### config.mk
export PLATFORM = sky130hd
export DESIGN_NAME = two_state_angle_kalman_filter
export DESIGN_NICKNAME = d
export VERILOG_FILES = /design/src/rtl/tsakf_pkg.sv /design/src/rtl/two_state_angle_kalman_filter.sv
export SDC_FILE = /design/constraint.sdc
export NUM_CORES = 2
export LEC_CHECK = 0
export BUFFER_PORTS_ARGS = -buffer_cell sky130_fd_sc_hd__clkbuf_2
export CAP_MARGIN = 20
export CORE_AREA = 3 3 559 561
export CTS_BUF_LIST = sky130_fd_sc_hd__clkbuf_16
export CTS_CLUSTER_DIAMETER = 50
export CTS_CLUSTER_SIZE = 24
export DETAILED_ROUTE_END_ITERATION = 8
export DIE_AREA = 0 0 562 564
export GPL_TIMING_DRIVEN = 0
export MAX_ROUTING_LAYER = met4
export PLACE_DENSITY_LB_ADDON = 0.25
export SYNTH_ARGS = -nofsm -noshare
export SYNTH_HDL_FRONTEND = slang
export SYNTH_SLANG_ARGS = --single-unit
### constraint.sdc
create_clock -name clk_i -period 9.9 [get_ports clk_i]
set_input_delay 0 -clock clk_i [delete_from_list [all_inputs] [get_ports clk_i]]
set_output_delay 0 -clock clk_i [all_outputs]
set_load 0.05 [all_outputs]
### src/rtl/tsakf_pkg.sv
`timescale 1ns / 1ps
// Shared types, constants and saturation helpers for the two-state angle Kalman filter.
// No dependencies; used by two_state_angle_kalman_filter.
package tsakf_pkg;

  // Default number of fractional bits of the fixed-point format
  localparam int FRAC_BITS_DEF = 16;

  // Field widths
  localparam int DATA_W = 32;
  localparam int DT_W   = 24;
  localparam int CFG_W  = 31;

  typedef logic signed [DATA_W-1:0] fix_t;

  // Configuration register index, taken from paddr[2]
  typedef enum logic {
    REG_PROCESS_NOISE = 1'b0,
    REG_MEAS_NOISE    = 1'b1
  } reg_idx_e;

  localparam fix_t FIX_MAX = 32'sh7fff_ffff;
  localparam fix_t FIX_MIN = 32'sh8000_0000;

  // Clamp a 33-bit signed sum to 32 bits
  function automatic fix_t sat33(input logic signed [32:0] v);
    fix_t r;
    if (v > 33'sh0_7fff_ffff) begin
      r = FIX_MAX;
    end else if (v < -33'sh0_8000_0000) begin
      r = FIX_MIN;
    end else begin
      r = v[31:0];
    end
    return r;
  endfunction

  // Clamp a 64-bit signed value to 32 bits
  function automatic fix_t sat64(input logic signed [63:0] v);
    fix_t r;
    if (v > 64'sh0000_0000_7fff_ffff) begin
      r = FIX_MAX;
    end else if (v < -64'sh0000_0000_8000_0000) begin
      r = FIX_MIN;
    end else begin
      r = v[31:0];
    end
    return r;
  endfunction

endpackage

### src/rtl/two_state_angle_kalman_filter.sv
`timescale 1ns / 1ps
// Two-state (angle, rate) Kalman filter built around one shared multiplier and one
// shift-subtract divider under a small sequencer. Depends on tsakf_pkg.
//
// Channel   | Direction | Handshake                | Payload
// ----------+-----------+--------------------------+--------------------------------------
// s_axis    | in        | s_axis_tvalid/tready     | tdata: angle_meas, rate_meas, elapsed
// m_axis    | out       | m_axis_tvalid/tready     | tdata: angle_est, rate_est
// apb       | in        | psel/penable/pwrite      | process_noise @0x0, meas_noise @0x4
//
// An accepted item keeps the input closed until the sequencer is back to idle; the result
// is loaded in the cycle before that. The time is set mostly by the two quotient divisions
// that retire one bit per cycle over 32 + FRAC_BITS bits; nine multiply-accumulate ops
// run on the shared multiplier, each through S_MUL and S_ACC. A zero innovation
// variance skips both bit loops.
// rst_ni clears the estimates, loads the covariance diagonal and meas_noise with 0.1.
// The result waits in an output register; the next item is taken while it waits, and
// the sequencer only holds if a new result is ready before the previous one is taken.
module two_state_angle_kalman_filter #(
  parameter int FRAC_BITS = tsakf_pkg::FRAC_BITS_DEF
) (
  input  logic        clk_i,
  input  logic        rst_ni,
  // input stream
  input  logic        s_axis_tvalid,
  output logic        s_axis_tready,
  // [31:0] angle_meas, [63:32] rate_meas, [87:64] elapsed_time
  input  logic [87:0] s_axis_tdata,
  // output stream
  output logic        m_axis_tvalid,
  input  logic        m_axis_tready,
  // [31:0] angle_est, [63:32] rate_est
  output logic [63:0] m_axis_tdata,
  // configuration port
  input  logic        psel,
  input  logic        penable,
  input  logic        pwrite,
  input  logic [2:0]  paddr,
  input  logic [31:0] pwdata,
  output logic [31:0] prdata,
  output logic        pready
);

  localparam int DW        = 32 + FRAC_BITS;          // dividend / quotient bits
  localparam int CW        = $clog2(DW + 1);
  localparam int ONE_TENTH = ((1 << FRAC_BITS) + 5) / 10;
  localparam logic [DW-1:0] Q_POS_LIM = DW'(64'h7fff_ffff);
  localparam logic [DW-1:0] Q_NEG_LIM = DW'(64'h8000_0000);

  typedef enum logic [3:0] {
    S_IDLE,
    S_MUL,
    S_ACC,
    S_ADDQ,
    S_PREP,
    S_DIV_INIT,
    S_DIV_RUN,
    S_DIV_DONE,
    S_DONE
  } state_e;

  typedef enum logic [3:0] {
    OP_ANGLE_PRED,
    OP_CROSS_PRED,
    OP_PA_OLD,
    OP_PA_NEW,
    OP_ANGLE_UPD,
    OP_RATE_UPD,
    OP_PA_UPD,
    OP_PR_UPD,
    OP_CROSS_UPD
  } op_e;

  // control and filter state
  state_e                         state_q;
  op_e                            op_q;
  logic                           first_q;
  logic                           div_sel_q;
  logic [CW-1:0]                  cnt_q;
  logic                           m_valid_q;
  logic [tsakf_pkg::CFG_W-1:0]    q_q;
  logic [tsakf_pkg::CFG_W-1:0]    r_q;
  tsakf_pkg::fix_t                ang_q;
  tsakf_pkg::fix_t                rate_q;
  tsakf_pkg::fix_t                pa_q;
  tsakf_pkg::fix_t                pc_q;
  tsakf_pkg::fix_t                pr_q;
  tsakf_pkg::fix_t                cn_q;

  // payload and datapath registers
  tsakf_pkg::fix_t                z_q;
  logic [tsakf_pkg::DT_W-1:0]     dt_q;
  logic signed [63:0]             prod_q;
  logic signed [33:0]             s_q;
  tsakf_pkg::fix_t                y_q;
  tsakf_pkg::fix_t                k0_q;
  tsakf_pkg::fix_t                k1_q;
  logic [DW-1:0]                  dvd_q;
  logic [32:0]                    dvs_q;
  logic [32:0]                    rem_q;
  logic                           neg_q;
  tsakf_pkg::fix_t                out_ang_q;
  tsakf_pkg::fix_t                out_rate_q;

  // combinational datapath
  tsakf_pkg::fix_t                mul_a;
  tsakf_pkg::fix_t                mul_b;
  tsakf_pkg::fix_t                addend;
  logic                           op_sub;
  logic signed [63:0]             prod_d;
  logic signed [63:0]             prod_sh;
  tsakf_pkg::fix_t                msat;
  logic signed [32:0]             sum33;
  tsakf_pkg::fix_t                acc_res;
  tsakf_pkg::fix_t                dt_fix;
  tsakf_pkg::fix_t                num;
  logic [31:0]                    num_mag;
  logic [32:0]                    s_mag;
  logic [33:0]                    trial;
  logic                           q_bit;
  tsakf_pkg::fix_t                gain_d;
  logic                           in_acc;
  logic                           out_free;
  logic                           cfg_wr;

  assign s_axis_tready = (state_q == S_IDLE);
  assign in_acc        = s_axis_tvalid && s_axis_tready;
  assign out_free      = !m_valid_q || m_axis_tready;
  assign m_axis_tvalid = m_valid_q;
  assign m_axis_tdata  = {out_rate_q, out_ang_q};
  assign pready        = 1'b1;
  assign cfg_wr        = psel && penable && pwrite && pready;
  assign dt_fix        = $signed({8'd0, dt_q});

  // Register readback
  always_comb begin
    if (paddr[2] == tsakf_pkg::REG_MEAS_NOISE) begin
      prdata = {1'b0, r_q};
    end else begin
      prdata = {1'b0, q_q};
    end
  end

  // Operand, addend and sign select for each multiply-accumulate op
  always_comb begin
    unique case (op_q)
      OP_ANGLE_PRED: begin mul_a = dt_fix; mul_b = rate_q; addend = ang_q;  op_sub = 1'b0; end
      OP_CROSS_PRED: begin mul_a = dt_fix; mul_b = pr_q;   addend = pc_q;   op_sub = 1'b0; end
      OP_PA_OLD:     begin mul_a = dt_fix; mul_b = pc_q;   addend = pa_q;   op_sub = 1'b0; end
      OP_PA_NEW:     begin mul_a = dt_fix; mul_b = cn_q;   addend = pa_q;   op_sub = 1'b0; end
      OP_ANGLE_UPD:  begin mul_a = k0_q;   mul_b = y_q;    addend = ang_q;  op_sub = 1'b0; end
      OP_RATE_UPD:   begin mul_a = k1_q;   mul_b = y_q;    addend = rate_q; op_sub = 1'b0; end
      OP_PA_UPD:     begin mul_a = k0_q;   mul_b = pa_q;   addend = pa_q;   op_sub = 1'b1; end
      OP_PR_UPD:     begin mul_a = k1_q;   mul_b = pc_q;   addend = pr_q;   op_sub = 1'b1; end
      OP_CROSS_UPD:  begin mul_a = k0_q;   mul_b = pc_q;   addend = pc_q;   op_sub = 1'b1; end
      default:       begin mul_a = '0;     mul_b = '0;     addend = '0;     op_sub = 1'b0; end
    endcase
  end

  // Shared multiplier, then floor scaling, clamp and accumulate
  always_comb begin
    prod_d  = mul_a * mul_b;
    prod_sh = prod_q >>> FRAC_BITS;
    msat    = tsakf_pkg::sat64(prod_sh);
    if (op_sub) begin
      sum33 = {addend[31], addend} - {msat[31], msat};
    end else begin
      sum33 = {addend[31], addend} + {msat[31], msat};
    end
    acc_res = tsakf_pkg::sat33(sum33);
  end

  // Divider operands, one restoring step, and quotient clamp
  always_comb begin
    num     = div_sel_q ? pc_q : pa_q;
    num_mag = num[31] ? 32'(-num) : 32'(num);
    s_mag   = s_q[33] ? 33'(-s_q) : 33'(s_q);
    trial   = {rem_q, dvd_q[DW-1]};
    q_bit   = (trial >= {1'b0, dvs_q});
    if (!neg_q) begin
      gain_d = (dvd_q > Q_POS_LIM) ? tsakf_pkg::FIX_MAX : dvd_q[31:0];
    end else begin
      gain_d = (dvd_q > Q_NEG_LIM) ? tsakf_pkg::FIX_MIN : 32'(-dvd_q);
    end
  end

  // Sequencer, filter state and configuration registers
  always_ff @(posedge clk_i or negedge rst_ni) begin
    if (!rst_ni) begin
      state_q   <= S_IDLE;
      op_q      <= OP_ANGLE_PRED;
      first_q   <= 1'b1;
      div_sel_q <= 1'b0;
      cnt_q     <= '0;
      m_valid_q <= 1'b0;
      q_q       <= '0;
      r_q       <= tsakf_pkg::CFG_W'(ONE_TENTH);
      ang_q     <= '0;
      rate_q    <= '0;
      pa_q      <= 32'(ONE_TENTH);
      pc_q      <= '0;
      pr_q      <= 32'(ONE_TENTH);
      cn_q      <= '0;
    end else begin
      // configuration writes
      if (cfg_wr) begin
        if (paddr[2] == tsakf_pkg::REG_MEAS_NOISE) begin
          r_q <= pwdata[tsakf_pkg::CFG_W-1:0];
        end else begin
          q_q <= pwdata[tsakf_pkg::CFG_W-1:0];
        end
      end

      // drop the result once taken, unless a new one is loaded
      if (state_q == S_DONE && out_free) begin
        m_valid_q <= 1'b1;
      end else if (m_axis_tready) begin
        m_valid_q <= 1'b0;
      end

      unique case (state_q)
        S_IDLE: begin
          if (in_acc) begin
            rate_q  <= $signed(s_axis_tdata[63:32]);
            first_q <= 1'b0;
            op_q    <= OP_ANGLE_PRED;
            state_q <= S_MUL;
          end
        end
        S_MUL: begin
          state_q <= S_ACC;
        end
        S_ACC: begin
          unique case (op_q)
            OP_ANGLE_PRED: begin ang_q <= acc_res; op_q <= OP_CROSS_PRED; state_q <= S_MUL; end
            OP_CROSS_PRED: begin cn_q  <= acc_res; op_q <= OP_PA_OLD;     state_q <= S_MUL; end
            OP_PA_OLD:     begin pa_q  <= acc_res; op_q <= OP_PA_NEW;     state_q <= S_MUL; end
            OP_PA_NEW:     begin pa_q  <= acc_res;                        state_q <= S_ADDQ; end
            OP_ANGLE_UPD:  begin ang_q <= acc_res; op_q <= OP_RATE_UPD;   state_q <= S_MUL; end
            OP_RATE_UPD:   begin rate_q <= acc_res; op_q <= OP_PA_UPD;    state_q <= S_MUL; end
            OP_PA_UPD:     begin pa_q  <= acc_res; op_q <= OP_PR_UPD;     state_q <= S_MUL; end
            OP_PR_UPD:     begin pr_q  <= acc_res; op_q <= OP_CROSS_UPD;  state_q <= S_MUL; end
            OP_CROSS_UPD:  begin pc_q  <= acc_res;                        state_q <= S_DONE; end
            default:       begin                                          state_q <= S_IDLE; end
          endcase
        end
        S_ADDQ: begin
          // add process noise to both diagonal terms, commit the new cross term
          pa_q    <= tsakf_pkg::sat33($signed({pa_q[31], pa_q} + {2'b00, q_q}));
          pr_q    <= tsakf_pkg::sat33($signed({pr_q[31], pr_q} + {2'b00, q_q}));
          pc_q    <= cn_q;
          state_q <= S_PREP;
        end
        S_PREP: begin
          div_sel_q <= 1'b0;
          state_q   <= S_DIV_INIT;
        end
        S_DIV_INIT: begin
          cnt_q <= CW'(DW);
          if (s_q == '0) begin
            state_q <= S_DIV_DONE;
          end else begin
            state_q <= S_DIV_RUN;
          end
        end
        S_DIV_RUN: begin
          cnt_q <= cnt_q - CW'(1);
          if (cnt_q == CW'(1)) begin
            state_q <= S_DIV_DONE;
          end
        end
        S_DIV_DONE: begin
          if (!div_sel_q) begin
            div_sel_q <= 1'b1;
            state_q   <= S_DIV_INIT;
          end else begin
            op_q    <= OP_ANGLE_UPD;
            state_q <= S_MUL;
          end
        end
        S_DONE: begin
          if (out_free) begin
            state_q <= S_IDLE;
          end
        end
        default: begin
          state_q <= S_IDLE;
        end
      endcase
    end
  end

  // Datapath and payload registers
  always_ff @(posedge clk_i) begin
    if (in_acc) begin
      z_q  <= $signed(s_axis_tdata[31:0]);
      dt_q <= first_q ? '0 : s_axis_tdata[87:64];
    end

    if (state_q == S_MUL) begin
      prod_q <= prod_d;
    end

    // innovation variance and residual
    if (state_q == S_PREP) begin
      s_q <= {{2{pa_q[31]}}, pa_q} + {3'b000, r_q};
      y_q <= tsakf_pkg::sat33({z_q[31], z_q} - {ang_q[31], ang_q});
    end

    // load magnitudes; a zero variance yields a zero gain
    if (state_q == S_DIV_INIT) begin
      rem_q <= '0;
      dvs_q <= s_mag;
      if (s_q == '0) begin
        dvd_q <= '0;
        neg_q <= 1'b0;
      end else begin
        dvd_q <= {num_mag, {FRAC_BITS{1'b0}}};
        neg_q <= num[31] ^ s_q[33];
      end
    end

    // shift one quotient bit into the dividend register
    if (state_q == S_DIV_RUN) begin
      rem_q <= q_bit ? 33'(trial - {1'b0, dvs_q}) : trial[32:0];
      dvd_q <= {dvd_q[DW-2:0], q_bit};
    end

    if (state_q == S_DIV_DONE) begin
      if (div_sel_q) begin
        k1_q <= gain_d;
      end else begin
        k0_q <= gain_d;
      end
    end

    if (state_q == S_DONE && out_free) begin
      out_ang_q  <= ang_q;
      out_rate_q <= rate_q;
    end
  end

  // An accepted item closes the input until the sequencer is back to idle
  assert property (@(posedge clk_i) disable iff (!rst_ni)
    s_axis_tvalid && s_axis_tready |=> !s_axis_tready)
    else $error("input taken again right after an accept");

  // The bit counter never runs past the quotient width
  assert property (@(posedge clk_i) disable iff (!rst_ni)
    cnt_q <= CW'(DW))
    else $error("divider counter out of range");

  // A new result appears only out of the final sequencer state
  assert property (@(posedge clk_i) disable iff (!rst_ni)
    $rose(m_axis_tvalid) |-> $past(state_q == S_DONE))
    else $error("result valid without a finished item");

  // The divider runs only while the innovation variance is nonzero
  assert property (@(posedge clk_i) disable iff (!rst_ni)
    state_q == S_DIV_RUN |-> s_q != '0)
    else $error("division started on a zero variance");

endmodule
---- Yosys cells after proc, flatten, opt, wreduce, memory -nomap -nowiden ----
Cells that the tools add are included.
operators by class
  add/sub/neg operators ................... 11
  $lt $le $gt $ge ......................... 13
  $mul .................................... 1
  bitwise operators ....................... 3
  reductions and logical operators ........ 38
  eq/ne operators ......................... 26
  multiplexer cells ....................... 51
operator list
  cell                  number
  $mux 32               19
  $pmux 32 s2           4
  $pmux 32 s6           1
  $mux 33               5
  $pmux 32 s5           1
  $mux 48               3
  $add 32x32->33        4
  $gt 33x32->1 const B  4
  $lt 33x32->1 const B  4
  $gt 48x32->1 const B  2
  $pmux 32 s3           1
  $sub 32x32->33        2
  $mul 32x32->64        1
  $neg 32->32           2
  $gt 48x31->1 const B  1
  $lt 48x32->1 const B  1
  $pmux 4 s9            1
  $ge 34x33->1          1
  $logic_not 34->1      1
  $neg 33->33           1
  $sub 33x33->33        1
  $eq 4x3->1 const B    8
  $mux 31               1
  $pmux 4 s7            1
  other kinds (29)      73
storage, ports and cells
  bits of input ports ..................... 130
  word-level logic and storage cells ...... 170
  bits in registers ....................... 699

---- Logic depth before layout (Yosys ltp) ----
  word-level depth ........................ 10
  mapped depth ............................ 39
  gate-level depth less buffers ........... 33

---- Worst setup path before layout ----
OpenSTA, ideal clock, no wires.
  path type ............................... register -> register
  start point ............................. register op_q[0]
  end point ............................... register prod_q[63], data pin
  library setup time ...................... 0.264 ns
  data required time ...................... 9.636 ns
  cell stages (with the launch flop) ...... 34
  slack ................................... -0.289 ns
  arrival ................................. 9.926 ns
  path buffers ............................ 7
  period minus slack after synthesis ...... 10.189 ns
  path through ............................ dfrtp_1 clkbuf_1 clkbuf_1 buf_1 buf_1 buf_1 mux2i_1 o21ai_0 nand2_1 nand2_1 clkbuf_1 nand2_1 inv_1 fa_1 fa_1 fa_1 fa_1 fa_1 fa_1 fa_1 fa_1 ha_1 clkbuf_1 and4_1 nand3_1 nor4_1 and4_1 o2111ai_1 nand3_1 o31a_1 a31o_2 a41oi_1 o31ai_1 xnor2_1
on the way
  longest elaborated chain between the ends .. 4
RTL lines
  item                                                     line                                  RTL
  start: declaration                                       two_state_angle_kalman_filter.sv:76   op_e op_q;
  start signal: assignment                                 two_state_angle_kalman_filter.sv:191  op_q <= OP_ANGLE_PRED;
  start signal: assignment                                 two_state_angle_kalman_filter.sv:226  op_q <= OP_ANGLE_PRED;
  start signal: assignment                                 two_state_angle_kalman_filter.sv:235  OP_ANGLE_PRED: begin ang_q <= acc_res; op_q <= OP_CROSS_PRED; state_q <= S_MUL; end
  $eq 4x4->1, or another cell as far along                 two_state_angle_kalman_filter.sv:146  unique case (op_q)
  $reduce_or 3->1 (no line), or another cell as far along  -
  $pmux 32 s6 or $pmux 32 s3 (tied branches)               two_state_angle_kalman_filter.sv:146
  $mul 32x32->64 (*)                                       two_state_angle_kalman_filter.sv:162  prod_d = mul_a * mul_b;
  via prod_d[63]                                           two_state_angle_kalman_filter.sv:110  logic signed [63:0] prod_d;
  end signal: assignment                                   two_state_angle_kalman_filter.sv:301  prod_q <= prod_d;
  end: declaration                                         two_state_angle_kalman_filter.sv:93   logic signed [63:0] prod_q;
Mark *: on every way through the listed nets, which the timed path passes. The rest lies on a longest branch.
A chain may end at the register's enable or synchronous reset.

---- Final worst setup path ----
  start point ............................. register op_q[0]
  end point ............................... register prod_q[62], data pin
The elaborated chain is that of the path after synthesis.

==> results.json <==
{
  "status": "finished with violations",
  "violations": "setup timing",
  "grt.overflow.total": 0,
  "path_clk_slew_ns": 0.06,
  "cts_buffers": 94,
  "syn2layout_area_growth_pct": 21.4,
  "r2r_end": "prod_q[62]",
  "reg2reg_depth": 32,
  "synth.avg_cell_area_um2": 9.38,
  "slew_headroom_pct": 20.1,
  "min_to": "q_q[23]",
  "worst_slew_pin_slew_ns": 1.19,
  "hold_violations": 0,
  "cts-root-buf": "clkbuf_16",
  "worstPathRequired_ns": 10.30,
  "fin_crit_sh_pct": 100,
  "fin_nets": 10466,
  "core_um2": 308000,
  "crit_path_max_incr_delay_ns": 0.69,
  "critPathArrivalTime_ns": 10.31,
  "routed_wl_um": 357000,
  "h-tree-depth": 3,
  "row_count": 204,
  "setup_viol": 2,
  "nFillCells": 32529,
  "clkLatencyLatePin_ns": 0.75,
  "first_iter_violations": 7024,
  "yosys.area.top_type_share_pct": 28.3,
  "place.gp.congestion": 1.02,
  "dpl_cell_area_um2": 83900,
  "hold_class": "in -> reg",
  "instances_no_fill": 13083,
  "wl_per_cell_um": 27.3,
  "fp.dieH_um": 564,
  "numPortBuffers": 222,
  "pre_cts_ws_ns": -4.53,
  "rsz0062_at_grt": "yes",
  "critPathLaunchType": "register",
  "clock_path_buffers": 3,
  "endpoint_kind": "register",
  "vias": 66096,
  "slew_viol_final": 0,
  "synthFlopType": "edfxtp_1",
  "initial_core_util_pct": 24.9,
  "r2r_start": "op_q[0]",
  "max_clock_freq_mhz": 101,
  "setup_ws_ns": -0.0103,
  "synth_area_leaders": "fa_1, edfxtp_1, dfrtp_1",
  "cp_max_fo": 10,
  "critPathMostFrequentCell": "fa_1",
  "cts_tree": "yes",
  "io_pins": 229,
  "dpl.hpwl_um": 291000,
  "synth.distinct_cells": 88,
  "syn-cell-area_um2": 76900,
  "r2r_setup_slack_ns": -0.01,
  "syn_inst": 8196,
  "synth_most_common_cell": "inv_1",
  "antenna_found_initial": 22,
  "synth_edf_count": 412,
  "grt_max_degree": 107,
  "critPathKind": "reg -> reg",
  "crit_slowest_cell": "fa_2",
  "drcViolationCount": 0,
  "place_inst": 12592,
  "first_global_vias": 66598,
  "period_needed_ns": 9.91,
  "drive_above_1_share_pct": 14.3,
  "ant_nets": 0,
  "synth-warning-count": 0,
  "synth_area_leader_cell": "fa_1",
  "synth-seq-cells": 683,
  "firstDrtPassIters": 9,
  "synthesis.nets": 9790,
  "fp.dieW_um": 562,
  "hold_path.startpoint": "pwdata[23]",
  "grt_usage_pct": 22.9,
  "clock_sinks": 683,
  "dieArea_um2": 317000,
  "via_per_inst": 5.05,
  "holdPathStages": 3,
  "max_cap_violations": 0,
  "grt_pass1_wl_um": 506000,
  "skew_ns": 0.0969,
  "final_cell_area_um2": 93300,
  "ys_seq_area_share_pct": 25.0,
  "synth_async_sr_flop_share_pct": 39.7,
  "synthTopCellsByCount": "inv_1, fa_1, nand2_1, nor2_1, a21oi_1"
}
==> routing by layer <==
| layer | share of wire, % | GRT usage [%] | routed length (µm) |
|---|---|---|---|
| met1 | 43 | 30.3 | 152000 |
| met2 | 44 | 34.5 | 158000 |
| met3 | 8.0 | 3.71 | 28600 |
| met4 | 5.2 | 9.97 | 18600 |
| met5 | 0 | - | 0 |
==> worst max-delay path, delay by kind of cell (launching register included) <==
| family | cells | cell delay [ns] |
|---|---|---|
| AO/OA/AOI/OAI | 8 | 1.61 |
| XOR/XNOR | 1 | 0.15 |
| adder cells (fa/ha/maj) | 9 | 4.63 |
| buffers and inverters | 8 | 1.37 |
| flip-flops | 1 | 0.39 |
| AND/OR/NAND/NOR | 6 | 1.36 |
==> repair_timing <==
action	in CTS	in global routing
setup buffers	123	55
setup endpoints to repair	48	26
gates resized for setup	768	154
hold buffers	181	0
pin swaps	92	81
endpoints found under the hold margin	321	0
cloned	2	1
==> placed cells by master (no fill, tap or decap), types with 32 or more instances in the layout <==
cell	Yosys	routed
a21oi_1	481	464
clkbuf_2	0	244
dlygate4sd3_1	0	180
mux2_2	104	104
a21o_1	158	158
ha_1	377	351
a22oi_1	115	106
edfxtp_1	412	412
clkbuf_16	0	112
o311ai_0	35	35
clkbuf_4	0	46
fa_1	1087	1042
nand2_1	919	859
clkbuf_8	0	51
inv_1	1196	1185
nand2_2	0	32
mux2i_1	74	68
nand3_1	96	94
nand2b_1	51	50
buf_4	5	192
clkbuf_1	376	159
dfrtp_1	249	247
nor2_1	796	783
nand4_1	47	47
fa_2	0	45
xnor2_1	196	195
o21ai_0	360	325
nor3_1	95	85
or3_1	38	37
and3_1	87	86
xor2_1	101	101
nor2b_1	56	55
==> sequential cells by signal, indices dropped and copies added (netlist names), 33 cells and up <==
register / count
prod_q: 48
rem_q: 33
dvs_q: 33
dvd_q: 48
s_q: 33
==> stage by stage <==
step / util, % / setup TNS, ns / hold WS (ns)
after floorplan: - / 0 / -0.296
after global placement: 27.0 / -148.47 / 0.181
after detailed placement: 27.2 / -135.62 / 0.144
after CTS: 29.9 / 0 / 0.000267
after global routing: 30.3 / -0.603 / 0.0377
final: 30.3 / -0.0160 / 0.0528
==> how the worst max path moves through the flow <==
stage	from	endpoint
floorplan	op_q[0]	prod_q[63]
global placement	op_q[0]	prod_q[63]
detailed placement	op_q[0]	prod_q[63]
CTS	op_q[0]	prod_q[56]
global route	op_q[0]	prod_q[63]
finish	op_q[0]	prod_q[62]
==> layout make-up <==
type / instances / area (µm²) / share of cell area, %
Sequential cell: 683 / 19200 / 20.6
Clock buffer: 95 / 2380 / 2.55
Timing Repair Buffer: 637 / 5210 / 5.59
Inverter: 1199 / 4510 / 4.84
Tap cell: 4120 / 5150 / 5.53
Clock inverter: 83 / 923 / 0.990
Multi-Input combinational cell: 5896 / 53200 / 57.1
Buffer: 361 / 2660 / 2.85
Antenna cell: 9 / 22.5 / 0.0241
==> cells by family after synthesis <==
group	after synthesis	synth area share, %
fa+ha+maj	1483	34.7
xor+xnor	297	3.38
simple gates	2357	13.4
compound gates	1579	13.1
flops	683	25.0
mux	178	2.49
other cells	2	0.00977
buf+inv	1617	7.94
Power is not shown: default switching activity piles up to over one toggle a cycle in this logic, so the estimate is an artifact.
